===== src/hdl/rrf_pkg.sv =====
package rrf_pkg;

    localparam int MaxEntries = 64;
    localparam int IdxW = $clog2(MaxEntries);
    localparam int CntW = $clog2(MaxEntries + 1);
    localparam logic [6:0] RankLimit = 7'd64;
    localparam logic [6:0] RankAbsent = 7'h7F;
    localparam logic [32:0] ScoreMax = 33'h1_FFFF_FFFF;

    localparam logic [1:0] KIND_KEYWORD = 2'd0;
    localparam logic [1:0] KIND_VECTOR = 2'd1;
    localparam logic [1:0] KIND_END = 2'd2;

    localparam logic [1:0] ST_OK = 2'd0;
    localparam logic [1:0] ST_DROPPED = 2'd1;
    localparam logic [1:0] ST_ORDER = 2'd2;

    // Entry as held in the store; 143 bits.
    typedef struct packed {
        logic [31:0] sim;
        logic [6:0]  vrank;
        logic [6:0]  krank;
        logic [32:0] score;
        logic [63:0] id;
    } entry_t;

    // Commands from the controller to the datapath.
    typedef struct packed {
        logic            div_start;
        logic            rd_en;
        logic [IdxW-1:0] rd_addr;
        logic            wr_en;
        logic [IdxW-1:0] wr_addr;
        logic            wr_sel_b;  // write held entry b instead of new/updated a
        logic            wr_merge;  // write a merged with incoming score/rank/sim
        logic            wr_new;    // write the incoming entry
        logic            load_a;
        logic            load_b;
        logic            latch_item;
        logic            out_load;
        logic            out_empty;
        logic            out_last;
    } dp_cmd_t;

    typedef struct packed {
        logic        div_done;
        logic        id_match;   // rd data id equals latched id
        logic        b_greater;  // rd data score greater than held a
    } dp_stat_t;

endpackage


===== src/hdl/rrf_ctrl.sv =====
module rrf_ctrl (
    input  logic                 aclk,
    input  logic                 aresetn,
    input  logic                 s_valid,
    output logic                 s_ready,
    input  logic [1:0]           kind,
    input  logic                 m_ready,
    output logic                 m_valid,
    output rrf_pkg::dp_cmd_t     cmd,
    input  rrf_pkg::dp_stat_t    stat,
    output logic [6:0]           rank,
    output logic                 is_vector,
    output logic [1:0]           err
);
    import rrf_pkg::*;

    typedef enum logic [10:0] {
        S_IDLE   = 11'b00000000001,
        S_DIV    = 11'b00000000010,
        S_SRCH   = 11'b00000000100,
        S_CMP    = 11'b00000001000,
        S_SI_RD  = 11'b00000010000,
        S_SI_LD  = 11'b00000100000,
        S_SJ_RD  = 11'b00001000000,
        S_SJ_CMP = 11'b00010000000,
        S_SW2    = 11'b00100000000,
        S_OUT_RD = 11'b01000000000,
        S_OUT    = 11'b10000000000
    } state_t;

    state_t          state_reg, state_next;
    logic [CntW-1:0] count_reg, count_next;
    logic [6:0]      kcnt_reg, kcnt_next, vcnt_reg, vcnt_next;
    logic            phase_reg, phase_next;
    logic [1:0]      err_reg, err_next;
    logic [CntW-1:0] i_reg, i_next, j_reg, j_next;
    logic            mv_reg, mv_next;
    logic            vec_reg, vec_next;
    logic            acc;
    logic [1:0]      err_flag1, err_flag2;

    assign acc       = s_valid && s_ready;
    assign err_flag1 = (err_reg == ST_OK) ? ST_DROPPED : err_reg;
    assign err_flag2 = (err_reg == ST_OK) ? ST_ORDER : err_reg;

    always_comb begin
        state_next = state_reg;
        count_next = count_reg;
        kcnt_next  = kcnt_reg;
        vcnt_next  = vcnt_reg;
        phase_next = phase_reg;
        err_next   = err_reg;
        i_next     = i_reg;
        j_next     = j_reg;
        mv_next    = mv_reg;
        vec_next   = vec_reg;
        cmd        = '0;
        s_ready    = 1'b0;
        if (mv_reg && m_ready) mv_next = 1'b0;
        rank       = (kind == KIND_VECTOR) ? vcnt_reg : kcnt_reg;
        case (state_reg)
            S_IDLE: begin
                s_ready = !mv_reg;
                if (acc) begin
                    case (kind)
                        KIND_KEYWORD: begin
                            if (phase_reg) begin
                                err_next = err_flag2;
                            end else if (kcnt_reg >= RankLimit) begin
                                err_next = err_flag1;
                            end else begin
                                kcnt_next = kcnt_reg + 7'd1;
                                if (count_reg == CntW'(MaxEntries)) begin
                                    err_next = err_flag1;
                                end else begin
                                    cmd.latch_item = 1'b1;
                                    cmd.div_start  = 1'b1;
                                    vec_next       = 1'b0;
                                    state_next     = S_DIV;
                                end
                            end
                        end
                        KIND_VECTOR: begin
                            phase_next = 1'b1;
                            if (vcnt_reg >= RankLimit) begin
                                err_next = err_flag1;
                            end else begin
                                vcnt_next      = vcnt_reg + 7'd1;
                                cmd.latch_item = 1'b1;
                                cmd.div_start  = 1'b1;
                                vec_next       = 1'b1;
                                state_next     = S_DIV;
                            end
                        end
                        KIND_END: begin
                            i_next = '0;
                            if (count_reg == '0) begin
                                state_next = S_OUT;
                            end else begin
                                state_next = S_SI_RD;
                            end
                        end
                        default: ;
                    endcase
                end
            end
            S_DIV: begin
                i_next = '0;
                if (stat.div_done) begin
                    if (vec_reg && count_reg != '0) begin
                        cmd.rd_en   = 1'b1;
                        cmd.rd_addr = '0;
                        state_next  = S_SRCH;
                    end else begin
                        state_next = S_CMP;
                    end
                end
            end
            S_SRCH: state_next = S_CMP;
            S_CMP: begin
                if (vec_reg && i_reg < count_reg && stat.id_match) begin
                    cmd.wr_en    = 1'b1;
                    cmd.wr_addr  = i_reg[IdxW-1:0];
                    cmd.wr_merge = 1'b1;
                    state_next   = S_IDLE;
                end else if (vec_reg && i_reg + 1'b1 < count_reg) begin
                    i_next      = i_reg + 1'b1;
                    cmd.rd_en   = 1'b1;
                    cmd.rd_addr = IdxW'(i_reg + 1'b1);
                    state_next  = S_SRCH;
                end else begin
                    if (count_reg == CntW'(MaxEntries)) begin
                        err_next = err_flag1;
                    end else begin
                        cmd.wr_en   = 1'b1;
                        cmd.wr_addr = count_reg[IdxW-1:0];
                        cmd.wr_new  = 1'b1;
                        count_next  = count_reg + 1'b1;
                    end
                    state_next = S_IDLE;
                end
            end
            S_SI_RD: begin
                if (i_reg + 1'b1 >= count_reg) begin
                    i_next      = '0;
                    cmd.rd_en   = 1'b1;
                    cmd.rd_addr = '0;
                    state_next  = S_OUT_RD;
                end else begin
                    cmd.rd_en   = 1'b1;
                    cmd.rd_addr = i_reg[IdxW-1:0];
                    state_next  = S_SI_LD;
                end
            end
            S_SI_LD: begin
                cmd.load_a  = 1'b1;
                j_next      = i_reg + 1'b1;
                cmd.rd_en   = 1'b1;
                cmd.rd_addr = IdxW'(i_reg + 1'b1);
                state_next  = S_SJ_CMP;
            end
            S_SJ_RD: state_next = S_SJ_CMP;
            S_SJ_CMP: begin
                if (stat.b_greater) begin
                    // Swap: entry j goes to slot i, held a goes to slot j.
                    cmd.load_b  = 1'b1;
                    cmd.load_a  = 1'b1;
                    cmd.wr_en   = 1'b1;
                    cmd.wr_addr = j_reg[IdxW-1:0];
                    state_next  = S_SW2;
                end else if (j_reg + 1'b1 < count_reg) begin
                    j_next      = j_reg + 1'b1;
                    cmd.rd_en   = 1'b1;
                    cmd.rd_addr = IdxW'(j_reg + 1'b1);
                    state_next  = S_SJ_RD;
                end else begin
                    i_next     = i_reg + 1'b1;
                    state_next = S_SI_RD;
                end
            end
            S_SW2: begin
                cmd.wr_en    = 1'b1;
                cmd.wr_addr  = i_reg[IdxW-1:0];
                cmd.wr_sel_b = 1'b1;
                if (j_reg + 1'b1 < count_reg) begin
                    j_next      = j_reg + 1'b1;
                    cmd.rd_en   = 1'b1;
                    cmd.rd_addr = IdxW'(j_reg + 1'b1);
                    state_next  = S_SJ_RD;
                end else begin
                    i_next     = i_reg + 1'b1;
                    state_next = S_SI_RD;
                end
            end
            S_OUT_RD: state_next = S_OUT;
            S_OUT: begin
                if (!mv_next) begin
                    cmd.out_load  = 1'b1;
                    cmd.out_empty = (count_reg == '0);
                    cmd.out_last  = (i_reg + 1'b1 >= count_reg);
                    mv_next       = 1'b1;
                    if (i_reg + 1'b1 >= count_reg) begin
                        count_next = '0;
                        kcnt_next  = '0;
                        vcnt_next  = '0;
                        phase_next = 1'b0;
                        err_next   = ST_OK;
                        state_next = S_IDLE;
                    end else begin
                        i_next      = i_reg + 1'b1;
                        cmd.rd_en   = 1'b1;
                        cmd.rd_addr = IdxW'(i_reg + 1'b1);
                        state_next  = S_OUT_RD;
                    end
                end
            end
            default: state_next = S_IDLE;
        endcase
    end

    always_ff @(posedge aclk) begin
        if (!aresetn) begin
            state_reg <= S_IDLE;
            count_reg <= '0;
            kcnt_reg  <= '0;
            vcnt_reg  <= '0;
            phase_reg <= 1'b0;
            err_reg   <= ST_OK;
            i_reg     <= '0;
            j_reg     <= '0;
            mv_reg    <= 1'b0;
            vec_reg   <= 1'b0;
        end else begin
            state_reg <= state_next;
            count_reg <= count_next;
            kcnt_reg  <= kcnt_next;
            vcnt_reg  <= vcnt_next;
            phase_reg <= phase_next;
            err_reg   <= err_next;
            i_reg     <= i_next;
            j_reg     <= j_next;
            mv_reg    <= mv_next;
            vec_reg   <= vec_next;
        end
    end

    assign m_valid   = mv_reg;
    assign is_vector = (kind == KIND_VECTOR);
    assign err       = err_reg;
endmodule


===== config.mk =====
export PLATFORM = sky130hd
export DESIGN_NAME = rrf_ctrl
export DESIGN_NICKNAME = d
export VERILOG_FILES = /design/src/hdl/rrf_pkg.sv /design/src/hdl/rrf_ctrl.sv
export SDC_FILE = /design/constraint.sdc
export NUM_CORES = 1
export LEC_CHECK = 0
export BUFFER_PORTS_ARGS = -buffer_cell sky130_fd_sc_hd__buf_4
export CAP_MARGIN = 25
export CORE_ASPECT_RATIO = 1.2
export CORE_UTILIZATION = 30
export CTS_CLUSTER_SIZE = 16
export DETAILED_ROUTE_END_ITERATION = 12
export HOLD_SLACK_MARGIN = 0.12
export PLACE_DENSITY = 0.51
export SLEW_MARGIN = 20
export SYNTH_ARGS = -nofsm -noshare
export SYNTH_HDL_FRONTEND = slang
export SYNTH_SLANG_ARGS = --single-unit

===== constraint.sdc =====
create_clock -name aclk -period 4.6 [get_ports aclk]
set_input_delay 0.92 -clock aclk [delete_from_list [all_inputs] [get_ports aclk]]
set_output_delay 0.92 -clock aclk [all_outputs]
set_load 0.005 [all_outputs]

==> impl_metrics.env <==
export IMPL_start_util_pct=30.9
export IMPL_crit_arrival_ns=3.48
export IMPL_htree_levels=2
export IMPL_drc=0
export IMPL_crit_required_ns=3.68
export IMPL_antenna_found_initial=0
export IMPL_syn_nets=532
export IMPL_drive_gt1_share_pct=17.7
export IMPL_endpoint_kind="primary output"
export IMPL_synth_area_leaders="dfxtp_1, ha_1, nor2_1, nand2_1, a21oi_1"
export IMPL_start_kind="flip-flop"
export IMPL_cts_sinks=51
export IMPL_combPwrFrac_pct=26.7
export IMPL_overflow=0
export IMPL_gp_congestion=0.915
export IMPL_synth_edf_count=0
export IMPL_cts_root_buf="clkbuf_16"
export IMPL_routedWlPerCell_um=17.5
export IMPL_synth_cells=496
export IMPL_synth_area_sq_um=3910
export IMPL_fin_crit_ns=4.40
export IMPL_insertion_delay_ns=0.29
export IMPL_maxCapViolCount=0
export IMPL_place_hpwl_um=9460
export IMPL_viasPerCell=5.44
export IMPL_p_per_area_nw_per_um2=281
export IMPL_area_growth_pct=17.2
export IMPL_nets=571
export IMPL_synth_cell_types=75
export IMPL_status="finished, final reports clean"
export IMPL_hold_class="reg2reg"
export IMPL_worstPathMaxFanout=7
export IMPL_slew_headroom_pct=51.2
export IMPL_drtIter0Drc=208
export IMPL_power_frac_seq_pct=38.1
export IMPL_utilization_pct=36.2
export IMPL_ir_drop_uv=151
export IMPL_vias=3811
export IMPL_clock_skew_ns=0.00586
export IMPL_synth_flop_cell="dfxtp_1"
export IMPL_p_sw_w=0.000415
export IMPL_async_flop_share_pct=0
export IMPL_slew_viol_final=0
export IMPL_preCtsSetupSlack_ns=0.325
export IMPL_yosysTopAreaCell="dfxtp_1"
export IMPL_ctsHoldBuffers=0
export IMPL_synth_top_area_share_pct=26.1
export IMPL_tns_ns=0
export IMPL_io_buffers=44
export IMPL_clock_tree_buffer_depth=2
export IMPL_finalHoldViolations=0
export IMPL_grt_pass1_vias=3583
export IMPL_whs_ns=0.488
export IMPL_netlist_top_cells_count="nor2_1, nand2_1, dfxtp_1"
export IMPL_numCtsBuffers=5
export IMPL_antenna_cells=0
export IMPL_postSynthAreaPerCell_sq_um=7.88
export IMPL_p_leak_nw=1.86
export IMPL_grt_pass1_wl_um=19200
export IMPL_cts_clk_slew_worst_paths_ns=0.07
export IMPL_wl_um=12300
export IMPL_internal_power_w=0.000873
export IMPL_antenna_left=0
export IMPL_sw_frac_of_total_pct=32.2
export IMPL_die_x_um=106
export IMPL_yosysWarnings=0
export IMPL_fmax_ghz=0.227
export IMPL_fin_crit_sh_pct=95.6
export IMPL_gr_usage_all_layers_pct=18.1
export IMPL_seq_area_frac_synth_pct=26.1
export IMPL_num_rows=45
export IMPL_synth_seq_cells=51
export IMPL_yosysMostFrequentCell="nor2_1"
export IMPL_fp_coreArea_sq_um=12700
export IMPL_finalWorstSetupSlack_ns=0.201
export IMPL_io_pins=45
export IMPL_crit_type="reg2out"
export IMPL_grt_start_max_net_pins=24
export IMPL_cts_tree="done"
export IMPL_largest_reg_flops=11
export IMPL_fp_dieArea_sq_um=13500
export IMPL_tightest_slew_ns=0.725
export IMPL_grt_setup_unrepaired="false"
export IMPL_die_height_um=127
export IMPL_p_clk_share_pct=35.2
export IMPL_finalSetupViolCount=0
export IMPL_first_pass_iters=5
[kinds of logic after synthesis]
| logic type | count (synthesis) | synth area share [%] |
|---|---|---|
| buf+inv | 46 | 5.54 |
| flops | 51 | 26.1 |
| fa+ha+maj | 27 | 8.64 |
| xor+xnor | 28 | 6.27 |
| mux | 16 | 4.29 |
| compound gates | 102 | 18.4 |
| simple gates | 226 | 30.8 |
[power groups by stage]
| stage | clock, W | sequential, W | combinational [W] |
|---|---|---|---|
| floorplan | 0 | 0.000491 | 0.000256 |
| global placement | 0 | 0.000499 | 0.000340 |
| detailed placement | 0 | 0.000500 | 0.000342 |
| CTS | 0.000465 | 0.000490 | 0.000343 |
| global route | 0.000478 | 0.000493 | 0.000382 |
| finish | 0.000453 | 0.000491 | 0.000344 |
[what timing repair did]
action / in CTS / in global routing
pin swaps: 0 / 1
gates cloned: 0 / 0
buffers inserted: 0 / 0
setup endpoints to repair: 3 / 11
resized for setup: 1 / 3
[worst paths after layout]
path	from	to	slack, ns	depth (start not counted)
min	j_reg[6]	j_reg[6]	0.49	2
min reg2reg	j_reg[6]	j_reg[6]	0.49	2
max reg2reg	i_reg[2]	i_reg[5]	0.94	11
max	i_reg[1]	cmd[12]	0.20	12
[layout make-up]
| cell class | count | area (sq um) |
|---|---|---|
| Fill cell | 1345 | 8090 |
| Multi-Input combinational cell | 399 | 2690 |
| Sequential cell | 51 | 1020 |
| Timing Repair Buffer | 52 | 390 |
| Tap cell | 164 | 205 |
| Clock buffer | 6 | 139 |
| Inverter | 26 | 97.6 |
| Clock inverter | 2 | 35.0 |
[critical path, stage by stage, from the launching register on]
cell and delay, ns:
dfxtp_2 0.41, ha_2 0.26, nand3_1 0.14, xnor2_2 0.30, ha_1 0.31, a211oi_1 0.24
o21bai_1 0.22, or3_1 0.43, o21ai_0 0.20, nor2_1 0.17, a222oi_1 0.30, inv_1 0.08
buf_4 0.14
[stage by stage]
step,area [sq um],power [W],std cells
after detailed placement,4390,0.000842,692
final,4580,0.00129,700
after floorplan,3910,0.000746,496
after global routing,4580,0.00135,700
after global placement,4390,0.000839,692
after CTS,4570,0.00130,700
[layout by cell type (no fill, tap or decap), drive strengths merged, types with 7 or more instances in the layout]
cell	n
a21oi	27
buf	52
dfxtp	51
ha	27
inv	26
mux2i	10
nand2	59
nand2b	8
nand3	17
nand4	13
nor2	61
nor3	14
nor4	10
o21ai	25
or3	7
xnor2	14
xor2	14
[metal layers]
| metal | share of wire [%] | GRT usage [%] | vias to the layer above |
|---|---|---|---|
| li1 | - | - | 1863 |
| met1 | 45 | 23.1 | 1823 |
| met2 | 49 | 31.2 | 115 |
| met3 | 5.2 | 2.70 | 10 |
| met4 | 1.4 | 5.80 | 0 |
| met5 | 0 | 0 | - |
(Power assumes the default switching activity.)
